==> src/rtl/ibfr_pkg.sv <==
// Package for the iBUS frame receiver: constants, state and cell control types.
package ibfr_pkg;

	localparam int FRAME_BYTES_DEF = 32;
	localparam int MAX_CH          = 14;
	localparam int CH_W            = 4;

	localparam logic [7:0]  HDR0      = 8'h20;
	localparam logic [7:0]  HDR1      = 8'h40;
	localparam logic [15:0] CSUM_INIT = 16'hFFFF;

	typedef enum logic [1:0] {
		CELL_HOLD,
		CELL_LOAD,
		CELL_SHIFT1,
		CELL_SHIFT2
	} cell_op_t;

	typedef struct packed {
		cell_op_t   op;
		logic [7:0] load_byte;
	} cell_ctl_t;

	typedef enum logic [2:0] {
		ST_IDLE,
		ST_SEARCH,
		ST_CHECK,
		ST_DROP,
		ST_SKIP,
		ST_EMIT
	} state_t;

endpackage

==> src/rtl/ibfr_if.sv <==
// Handshake channel interfaces for received bytes and decoded channels.
interface ibfr_in_if;
	logic       valid;
	logic       ready;
	logic [7:0] rx_byte;

	modport source (output valid, output rx_byte, input ready);
	modport sink (input valid, input rx_byte, output ready);
endinterface

interface ibfr_out_if;
	logic        valid;
	logic        ready;
	logic [3:0]  channel_index;
	logic [15:0] channel_value;
	logic        last_channel;

	modport source (output valid, output channel_index, output channel_value,
		output last_channel, input ready);
	modport sink (input valid, input channel_index, input channel_value,
		input last_channel, output ready);
endinterface

==> src/rtl/ibfr_cell.sv <==
// One byte cell of the receive window: hold, load, or take a neighbor's byte.
module ibfr_cell
	import ibfr_pkg::*;
(
	input  logic       clk,
	input  cell_ctl_t  ctl,
	input  logic [7:0] next1,
	input  logic [7:0] next2,
	output logic [7:0] q
);

	logic [7:0] byte_q;

	always_ff @(posedge clk) begin
		case (ctl.op)
			CELL_LOAD:   byte_q <= ctl.load_byte;
			CELL_SHIFT1: byte_q <= next1;
			CELL_SHIFT2: byte_q <= next2;
			default:     byte_q <= byte_q;
		endcase
	end

	assign q = byte_q;

endmodule

==> src/rtl/ibus_frame_receiver.sv <==
// Top level of the iBUS frame receiver: byte window, frame sequencer and output register.
//
// Receives one serial byte per transfer on rx and delivers the channels of each
// valid iBUS frame on ch_out, one channel per transfer, the last one flagged.
// The window is a row of FRAME_BYTES byte cells; every cell takes the byte of
// its right-hand neighbor (or the one two places over) when the window moves,
// and the last cells wrap around to the first, so a full pass of shifts
// rotates the window back into place. A byte that leaves the window short of
// full is loaded into its cell and the next byte can be taken in the following cycle.
// The byte that fills the window starts a sequence that owns the row of cells:
// it looks for the 0x20 0x40 header at the front and drops leading bytes one
// by one until it leads; when the header already leads, it rotates the window
// once past the checksum adder, then drops a byte on a mismatch, or on a
// match steps over the header and hands out the channels (14 at the default
// size) one by one as ch_out takes them. The longest sequence is a good frame,
// and every hold-off of a channel by ch_out stretches it further; in that
// time rx is held not ready. The last channel sits in the output register
// while the next byte is already being taken.
module ibus_frame_receiver
	import ibfr_pkg::*;
#(
	parameter int FRAME_BYTES = FRAME_BYTES_DEF
) (
	input  logic              clk,
	input  logic              arst_n,
	ibfr_in_if.sink           rx,
	ibfr_out_if.source        ch_out
);

	localparam int FW      = $clog2(FRAME_BYTES + 1);
	localparam int KW      = $clog2(FRAME_BYTES);
	localparam int CH_RAW  = (FRAME_BYTES - 4) / 2;
	localparam int NUM_CH  = (CH_RAW > MAX_CH) ? MAX_CH : CH_RAW;

	state_t state_q, state_d;

	logic [FW-1:0]   fill_q;
	logic [KW-1:0]   k_q;
	logic [15:0]     sum_q;
	logic [7:0]      lo_q;
	logic [CH_W-1:0] ch_q;
	logic            dropped_q;

	logic            out_valid_q;
	logic [CH_W-1:0] out_idx_q;
	logic [15:0]     out_val_q;
	logic            out_last_q;

	logic [7:0] cell_q [FRAME_BYTES];
	cell_ctl_t  ctl_c  [FRAME_BYTES];

	logic       accept;
	logic       pair_at_front;
	logic       csum_match;
	logic       out_free;
	logic       last_ch;
	logic       fill_one;
	logic       check_done;
	logic       emit_now;
	cell_op_t   row_op;

	assign accept        = rx.valid && rx.ready;
	assign pair_at_front = (cell_q[0] == HDR0) && (cell_q[1] == HDR1);
	assign csum_match    = (sum_q == {cell_q[0], lo_q});
	assign out_free      = !out_valid_q || ch_out.ready;
	assign last_ch       = (ch_q == CH_W'(NUM_CH - 1));
	assign fill_one      = (fill_q == FW'(1));
	assign check_done    = (k_q == KW'(FRAME_BYTES - 1));

	// Next state
	always_comb begin
		state_d = state_q;
		unique case (state_q)
			ST_IDLE: begin
				if (accept && fill_q == FW'(FRAME_BYTES - 1)) begin
					state_d = ST_SEARCH;
				end
			end
			ST_SEARCH: begin
				if (pair_at_front) begin
					state_d = dropped_q ? ST_IDLE : ST_CHECK;
				end else if (fill_one) begin
					state_d = ST_IDLE;
				end
			end
			ST_CHECK: begin
				if (check_done) begin
					state_d = csum_match ? ST_SKIP : ST_DROP;
				end
			end
			ST_DROP: state_d = ST_IDLE;
			ST_SKIP: state_d = ST_EMIT;
			ST_EMIT: begin
				if (out_free && last_ch) begin
					state_d = ST_IDLE;
				end
			end
			default: state_d = ST_IDLE;
		endcase
	end

	// Outputs of the sequencer: how the row of cells moves, when a channel leaves
	always_comb begin
		row_op   = CELL_HOLD;
		emit_now = 1'b0;
		unique case (state_q)
			ST_IDLE:   row_op = CELL_HOLD;
			ST_SEARCH: begin
				if (!pair_at_front && !fill_one) begin
					row_op = CELL_SHIFT1;
				end
			end
			ST_CHECK:  row_op = CELL_SHIFT1;
			ST_DROP:   row_op = CELL_SHIFT1;
			ST_SKIP:   row_op = CELL_SHIFT2;
			ST_EMIT: begin
				if (out_free) begin
					row_op   = CELL_SHIFT2;
					emit_now = 1'b1;
				end
			end
			default:   row_op = CELL_HOLD;
		endcase
	end

	assign rx.ready = (state_q == ST_IDLE);

	// Row of byte cells; the tail wraps to the head so a full pass rotates
	for (genvar i = 0; i < FRAME_BYTES; i++) begin : g_cell
		always_comb begin
			ctl_c[i].load_byte = rx.rx_byte;
			if (state_q == ST_IDLE) begin
				ctl_c[i].op = (accept && fill_q == FW'(i)) ? CELL_LOAD : CELL_HOLD;
			end else begin
				ctl_c[i].op = row_op;
			end
		end

		ibfr_cell u_cell (
			.clk   (clk),
			.ctl   (ctl_c[i]),
			.next1 (cell_q[(i + 1) % FRAME_BYTES]),
			.next2 (cell_q[(i + 2) % FRAME_BYTES]),
			.q     (cell_q[i])
		);
	end

	always_ff @(posedge clk or negedge arst_n) begin
		if (!arst_n) begin
			state_q   <= ST_IDLE;
			fill_q    <= '0;
			k_q       <= '0;
			ch_q      <= '0;
			dropped_q <= 1'b0;
		end else begin
			state_q <= state_d;
			case (state_q)
				ST_IDLE: begin
					if (accept) begin
						fill_q    <= fill_q + FW'(1);
						dropped_q <= 1'b0;
						k_q       <= '0;
					end
				end
				ST_SEARCH: begin
					// drop one leading byte per cycle until the header leads
					if (!pair_at_front && !fill_one) begin
						fill_q    <= fill_q - FW'(1);
						dropped_q <= 1'b1;
					end
				end
				ST_CHECK: k_q <= k_q + KW'(1);
				ST_DROP:  fill_q <= fill_q - FW'(1);
				ST_SKIP:  ch_q <= '0;
				ST_EMIT: begin
					if (out_free) begin
						ch_q <= ch_q + CH_W'(1);
						if (last_ch) begin
							fill_q <= '0;
						end
					end
				end
				default: ;
			endcase
		end
	end

	// Checksum accumulator: subtract every byte but the last two as they pass the front
	always_ff @(posedge clk) begin
		if (state_q == ST_IDLE) begin
			sum_q <= CSUM_INIT;
		end else if (state_q == ST_CHECK) begin
			if (k_q < KW'(FRAME_BYTES - 2)) begin
				sum_q <= sum_q - {8'h00, cell_q[0]};
			end
			if (k_q == KW'(FRAME_BYTES - 2)) begin
				lo_q <= cell_q[0];
			end
		end
	end

	// Output register: hold a channel until ch_out takes it
	always_ff @(posedge clk or negedge arst_n) begin
		if (!arst_n) begin
			out_valid_q <= 1'b0;
		end else if (emit_now) begin
			out_valid_q <= 1'b1;
		end else if (ch_out.ready) begin
			out_valid_q <= 1'b0;
		end
	end

	always_ff @(posedge clk) begin
		if (emit_now) begin
			out_idx_q  <= ch_q;
			out_val_q  <= {cell_q[1], cell_q[0]};
			out_last_q <= last_ch;
		end
	end

	assign ch_out.valid         = out_valid_q;
	assign ch_out.channel_index = out_idx_q;
	assign ch_out.channel_value = out_val_q;
	assign ch_out.last_channel  = out_last_q;

`ifndef SYNTH
	a_fill_below_frame: assert property (@(posedge clk) disable iff (!arst_n)
		state_q == ST_IDLE |-> fill_q < FW'(FRAME_BYTES))
		else $error("window full while idle");

	a_check_full: assert property (@(posedge clk) disable iff (!arst_n)
		state_q == ST_CHECK |-> fill_q == FW'(FRAME_BYTES) && !dropped_q)
		else $error("checksum pass on a window that is not a full aligned frame");

	a_skip_to_emit: assert property (@(posedge clk) disable iff (!arst_n)
		state_q == ST_SKIP |=> state_q == ST_EMIT && ch_q == '0)
		else $error("channel emission did not start at channel zero");

	a_last_index: assert property (@(posedge clk) disable iff (!arst_n)
		out_valid_q && out_last_q |-> out_idx_q == CH_W'(NUM_CH - 1))
		else $error("last flag on a channel other than the final one");

	a_emit_clears: assert property (@(posedge clk) disable iff (!arst_n)
		emit_now && last_ch |=> fill_q == '0 && state_q == ST_IDLE)
		else $error("window not cleared after a frame");
`endif

endmodule

==> src/flat_wrapper.sv <==
// flat-port wrapper written by rule: the top's interface ports become plain ports
module ibus_frame_receiver_flat import ibfr_pkg::*;
#(
	parameter int FRAME_BYTES = FRAME_BYTES_DEF
)
  (clk, arst_n, rx_valid, rx_rx_byte, rx_ready, ch_out_valid, ch_out_channel_index, ch_out_channel_value, ch_out_last_channel, ch_out_ready);
  ibfr_in_if rx_i ();
  ibfr_out_if ch_out_i ();
  input  logic clk;
  input  logic arst_n;
  input wire logic [$bits(rx_i.valid)-1:0] rx_valid;
  input wire logic [$bits(rx_i.rx_byte)-1:0] rx_rx_byte;
  output wire logic [$bits(rx_i.ready)-1:0] rx_ready;
  output wire logic [$bits(ch_out_i.valid)-1:0] ch_out_valid;
  output wire logic [$bits(ch_out_i.channel_index)-1:0] ch_out_channel_index;
  output wire logic [$bits(ch_out_i.channel_value)-1:0] ch_out_channel_value;
  output wire logic [$bits(ch_out_i.last_channel)-1:0] ch_out_last_channel;
  input wire logic [$bits(ch_out_i.ready)-1:0] ch_out_ready;
  assign rx_i.valid = rx_valid;
  assign rx_i.rx_byte = rx_rx_byte;
  assign rx_ready = rx_i.ready;
  assign ch_out_valid = ch_out_i.valid;
  assign ch_out_channel_index = ch_out_i.channel_index;
  assign ch_out_channel_value = ch_out_i.channel_value;
  assign ch_out_last_channel = ch_out_i.last_channel;
  assign ch_out_i.ready = ch_out_ready;
  ibus_frame_receiver #(.FRAME_BYTES(FRAME_BYTES)) u_core (.clk(clk), .arst_n(arst_n), .rx(rx_i), .ch_out(ch_out_i));
endmodule
==> config.mk <==
export PLATFORM = sky130hd
export DESIGN_NAME = ibus_frame_receiver_flat
export DESIGN_NICKNAME = d
export VERILOG_FILES = /design/src/rtl/ibfr_pkg.sv /design/src/rtl/ibfr_if.sv /design/src/rtl/ibfr_cell.sv /design/src/rtl/ibus_frame_receiver.sv /design/src/flat_wrapper.sv
export SDC_FILE = /design/constraint.sdc
export NUM_CORES = 1
export LEC_CHECK = 0
export BUFFER_PORTS_ARGS = -buffer_cell sky130_fd_sc_hd__buf_4
export CORE_MARGIN = 8
export CORE_UTILIZATION = 57
export DETAILED_ROUTE_END_ITERATION = 8
export PLACE_DENSITY = 0.75
export RECOVER_POWER = 100
export SLEW_MARGIN = 5
export SYNTH_ARGS = -nofsm -noshare
export SYNTH_HDL_FRONTEND = slang
export SYNTH_SLANG_ARGS = --single-unit
==> constraint.sdc <==
create_clock -name clk -period 2.8 [get_ports clk]
set_clock_uncertainty 0.1 [all_clocks]
set_input_delay 0.14 -clock clk [delete_from_list [all_inputs] [get_ports clk]]
set_output_delay 0.14 -clock clk [all_outputs]
set_load 0.02 [all_outputs]
Yosys cells after proc, flatten, opt, wreduce, memory -nomap -nowiden
Cells that the tools add are included.
Operators by class
  reductions and logical operators: 87
  $add $sub $neg: 5
  bitwise logic cells: 1
  muxes and demuxes: 123
  equal/unequal tests: 146
  $lt $le $gt $ge: 1
Operator list (number)
  case mux 8 bit (3 select lines): 32
  == test 2 bit, second input constant: 64
  == test 6 x 5 -> 1 bit, second input constant: 16
  nonzero test 3 bit: 32
  two-way mux 2 bit: 35
  == test 2 x 1 -> 1 bit, second input constant: 32
  == test 6 x 4 -> 1 bit, second input constant: 8
  two-way mux 1 bit: 38
  logical AND 1 bit: 36
  == test 6 x 3 -> 1 bit, second input constant: 4
  two-way mux 6 bit: 4
  case mux 6 bit (4 select lines): 1
  two-way mux 3 bit: 6
  == test 16 bit: 1
  subtractor 16 x 8 -> 16 bit: 1
  case mux 3 bit (5 select lines): 1
  == test 6 x 2 -> 1 bit, second input constant: 2
  == test 5 bit, second input constant: 2
  != test 2 x 1 -> 1 bit, second input constant: 5
  case mux 5 bit (2 select lines): 1
  == test 8 x 6 -> 1 bit, second input constant: 1
  == test 8 x 7 -> 1 bit, second input constant: 1
  case mux 2 bit (4 select lines): 1
  case mux 4 bit (2 select lines): 1
  27 further kinds: 38
Storage, ports and cells
  flip-flop bits (word level): 321
  logic and storage cells: 406
  output and inout port bits: 23
  bits of input ports: 12

Depth between registers and ports, before layout
  depth in word-level cells: 9
  depth in mapped cells: 11

Modules after synthesis
Synthesis repeated with hierarchy kept, for this count alone.
Unflattened totals
  cells, all modules: 1545
  area total of the unflattened synthesis: 17185.2 sq um
By module, submodules not included
  ibfr_cell: cells each 36, area an instance 422.9 sq um, times used 32
  ibus_frame_receiver: cells each 393, area an instance 3652.3 sq um, times used 1

Least setup slack after synthesis
OpenSTA, ideal clock, no wires.
  kind: register to register
  start: register u_core.fill_q[1]
  end: register u_core.g_cell[13].u_cell.byte_q[0] (enable)
  data required time: 2.343 ns
  path slack: 0.208 ns
  data arrival time: 2.135 ns
  cell stages (with the launch flop): 10
  cell sequence: dfrtp_1 -> inv_1 -> ha_1 -> nand2b_1 -> or4_4 -> nand4_2 -> o211a_4 -> buf_4 -> clkbuf_1 -> o21ai_0
Between the ends
  word-level cells in the longest chain between the ends: 8
  elaborated cells on any way between the ends: 13
RTL lines
  start, declared: RTL line ibus_frame_receiver.sv:37  | logic [FW-1:0] fill_q;
  start signal, assigned: RTL line ibus_frame_receiver.sv:160  | fill_q <= fill_q + FW'(1);
  start signal, assigned: RTL line ibus_frame_receiver.sv:168  | fill_q <= fill_q - FW'(1);
  start signal, assigned: RTL line ibus_frame_receiver.sv:173  | ST_DROP: fill_q <= fill_q - FW'(1);
  == test 6 x 1 -> 1 bit: RTL line ibus_frame_receiver.sv:67  | assign fill_one = (fill_q == FW'(1));
  logical NOT 1 bit: RTL line ibus_frame_receiver.sv:109  | if (!pair_at_front && !fill_one) begin
  logical AND 1 bit: RTL line ibus_frame_receiver.sv:109
  two-way mux 2 bit: RTL line ibus_frame_receiver.sv:109
  case mux 2 bit (4 select lines): RTL line ibus_frame_receiver.sv:106  | unique case (state_q)
  two-way mux 2 bit *: RTL line ibus_frame_receiver.sv:132  | if (state_q == ST_IDLE) begin
  == test 2 bit / == test 2 x 1 -> 1 bit (equally long branches): RTL line ibfr_cell.sv:15  | case (ctl.op)
  nonzero test 3 bit (no source line) *
  end signal, assigned: RTL line ibfr_cell.sv:16  | CELL_LOAD: byte_q <= ctl.load_byte;
  end signal, assigned: RTL line ibfr_cell.sv:17  | CELL_SHIFT1: byte_q <= next1;
  end signal, assigned: RTL line ibfr_cell.sv:18  | CELL_SHIFT2: byte_q <= next2;
  end, declared: RTL line ibfr_cell.sv:12  | logic [7:0] byte_q;
Mark *: on every way between the ends. The rest lies on a longest branch, timed or not.
A chain may end at the register's enable or synchronous reset.

Worst setup path after layout
  start: register u_core.fill_q[1]
  end: register u_core.g_cell[25].u_cell.byte_q[3], data pin
Between the ends
  word-level cells in the longest chain between the ends: 8
  elaborated cells on any way between the ends: 13
RTL lines (RTL line)
  == test 6 x 1 -> 1 bit: ibus_frame_receiver.sv:67
  logical NOT 1 bit: ibus_frame_receiver.sv:109
  logical AND 1 bit: ibus_frame_receiver.sv:109
  two-way mux 2 bit: ibus_frame_receiver.sv:109
  case mux 2 bit (4 select lines): ibus_frame_receiver.sv:106
  two-way mux 2 bit *: ibus_frame_receiver.sv:132
  == test 2 bit / == test 2 x 1 -> 1 bit (equally long branches): ibfr_cell.sv:15
  case mux 8 bit (3 select lines) *: ibfr_cell.sv:15
  end signal, assigned: ibfr_cell.sv:16
  end signal, assigned: ibfr_cell.sv:17
  end signal, assigned: ibfr_cell.sv:18
  end, declared: ibfr_cell.sv:12
Marks and branches as above.

==> results.cfg <==
[clocking]
insertion_delay_ps = 520
cts_max_path_buffers = 3
clkTransAtPathRegs_ps = 60
numCtsBuffers = 35
cts_tree = done
cts_root_buffer = clkbuf_16
clock_sinks = 321
htree_levels = 2

[job]
drv_cap = 0

[timing]
timing_worst_slew_pin_value_ps = 1230
fin_crit_sh_pct = 95.4
finalHoldViolCount = 0
slew_headroom_pct = 18.0
fin_setup_tns_ps = 0
clock.fmax_mhz = 374
fin_crit_ps = 2670
rsz0062_at_grt = no
slew_violations = 0
setup_viol = 0

[floorplanning]
die_w_um = 177
start_util_pct = 57.3
ios = 35
coreArea_um2 = 25700
rows = 59
die_h_um = 177
dieArea_um2 = 31200

[worst_setup_path]
crit_fanout = 32
crit_arrival_ps = 2940
cp.required_ps = 3070
r2r_end = u_core.g_cell[25].u_cell.q[3]
cp-startpoint = u_core.fill_q[1]
worstReg2RegStart = u_core.fill_q[1]
endpoint_kind = register
rrSetupSlack_ps = 130
start_kind = register
worst-r2r-cell-count = 10
crit_end = u_core.g_cell[25].u_cell.q[3]
critPathKind = reg -> reg

[routing]
ant_nets = 0
via_per_inst = 7.05
routedWlPerCell_um = 23.7
dr.pass1.iters = 5
wl_um = 33600
drc = 0
via_count = 10008
drt-initial-drc-count = 1376

[synthesis]
syn_nets = 1042
synth_edf_count = 285
synth.avg_cell_area_um2 = 14.6
yosysWarnings = 0
synth_top_area_share_pct = 58.1
synth_seq_cells = 321
syn_area_um2 = 14700
synthCells = 1011
synth_cell_types = 58
synth_area_leaders = edfxtp_1, a221o_1, dfrtp_1
synth_area_leader_cell = edfxtp_1
ys_seq_area_share_pct = 63.7
synthArstFlopShare_pct = 6.23
ys.flop_type = edfxtp_1

[global_route]
grt_max_degree = 98
grt_overflow = 0
antenna_found_initial = 0
grt_pass1_vias = 9488
grt_pass1_wl_um = 53700
track_usage_pct = 21.3

[power_and_ir_drop]
power.leakage_uw = 0.00569
power.total_uw = 18100
p_per_area_nw_per_um2 = 1110
vdd_drop_max_uv = 682

[place]
place_congestion = 0.872
dp_hpwl_um = 21300
place.port_buffers = 34
dpl-instance-area_um2 = 15400

[run_status]
status = completed

[min_path]
worstHoldPathType = in -> reg
holdPathStages = 4

[finish]
final_cell_area_um2 = 16300
area_growth_syn_to_layout_pct = 11.0
diodes = 0
drive_gt1_share_pct = 12.2
layout.nets = 1090
multi_input_area_um2 = 4530
nFillCells = 1875
regArea_um2 = 9380
-- synth_stat cells, types with 8 or more instances --
cell / number
a221o_1: 256
inv_1: 21
buf_6: 42
a21oi_1: 19
buf_2: 12
clkbuf_1: 47
dfxtp_1: 16
xnor2_1: 17
nand4_1: 10
nand2_1: 42
and2_1: 8
o21ai_0: 51
edfxtp_1: 285
ha_1: 18
nor2_1: 26
a211oi_1: 9
dfrtp_1: 20
-- logic make-up after synthesis --
logic type	share of synthesized area [%]
DFF	63.7
and+or+nand+nor	5.23
muxes	0.0680
buffers and inverters	5.71
xor gates and xnor gates	1.01
adders and majority gates	1.67
AOI/OAI and AO/OA	22.6
-- critical path, stage by stage, from the launching register on --
cell and delay (ps):
dfrtp_1 410, inv_1 140, ha_1 180, nand2b_1 70, or4_4 440, nand4_2 140, o211a_4 250, buf_6 200
and2_0 220, buf_12 220, a221o_1 150
-- repair_timing --
item                                    CTS  global route
endpoints found under the setup margin    0            19
hold endpoints to repair                 25             0
buffers inserted                          0             0
hold buffers                              4             0
resized for setup                         0             1
-- metrics by stage --
| stage | cells | utilization [%] | hold WS (ps) | worst slack [ps] |
|---|---|---|---|---|
| floorplan | 1011 | - | -256 | 208 |
| global placement | 1353 | 60.0 | -56.1 | 189 |
| detailed placement | 1353 | 60.0 | -54.2 | 146 |
| CTS | 1419 | 64.4 | 157 | 110 |
| global route | 1419 | 63.6 | 200 | 7.96 |
| finish | 1419 | 63.6 | 185 | 130 |
-- flip-flops by register name (all words and copies together) (netlist names) --
name,cells
u_core.state_q,3
u_core.lo_q,8
u_core.fill_q,6
u_core.ch_out.last_channel,1
u_core.ch_out.channel_index,4
u_core.k_q,5
u_core.g_cell.u_cell.q,256
u_core.ch_out.channel_value,16
u_core.sum_q,16
u_core.dropped_q,1
u_core.ch_q,4
u_core.ch_out.valid,1
-- metal layers --
metal | track usage [%] | share of wire [%] | wire length [µm] | up-vias
met5 | 0 | 0 | 0 | -
met4 | 5.81 | 1.9 | 639 | 0
met3 | 4.44 | 9.1 | 3060 | 48
met2 | 33.2 | 47 | 15900 | 498
met1 | 30.1 | 42 | 14000 | 5061
li1 | - | - | - | 4401
-- power breakdown --
group | internal, µW | switching (µW)
registers | 7460 | 898
clock network | 2610 | 1830
logic | 1980 | 3310
-- worst min path at each step --
| stage | startpoint | end | slack (ps) |
|---|---|---|---|
| after floorplan | arst_n | u_core.ch_out.valid | -260 |
| after global placement | arst_n | u_core.fill_q[1] | -60 |
| after detailed placement | arst_n | u_core.fill_q[1] | -50 |
| after CTS | rx_rx_byte[2] | u_core.g_cell[20].u_cell.q[2] | 160 |
| after global routing | rx_rx_byte[5] | u_core.g_cell[18].u_cell.q[5] | 200 |
| final | rx_rx_byte[5] | u_core.g_cell[18].u_cell.q[5] | 180 |
-- cell usage in the layout (no fill, tap or decap), types with 20 or more instances in the layout --
cell	n
dfrtp_1	20
clkbuf_1	48
a221o_1	256
nand2_1	42
buf_4	34
nor2_1	25
inv_1	21
o21ai_0	50
clkbuf_16	35
clkbuf_2	26
edfxtp_1	285
-- final cells by class --
type	count	area share [%]
timing repair buffer	119	5.15
clock inverter	16	1.09
clock buffer	46	5.61
tap	335	2.57
inverter	21	0.482
multi-input combinational	561	27.7
sequential	321	57.4
Note: power is estimated with default switching activity, not from simulation.
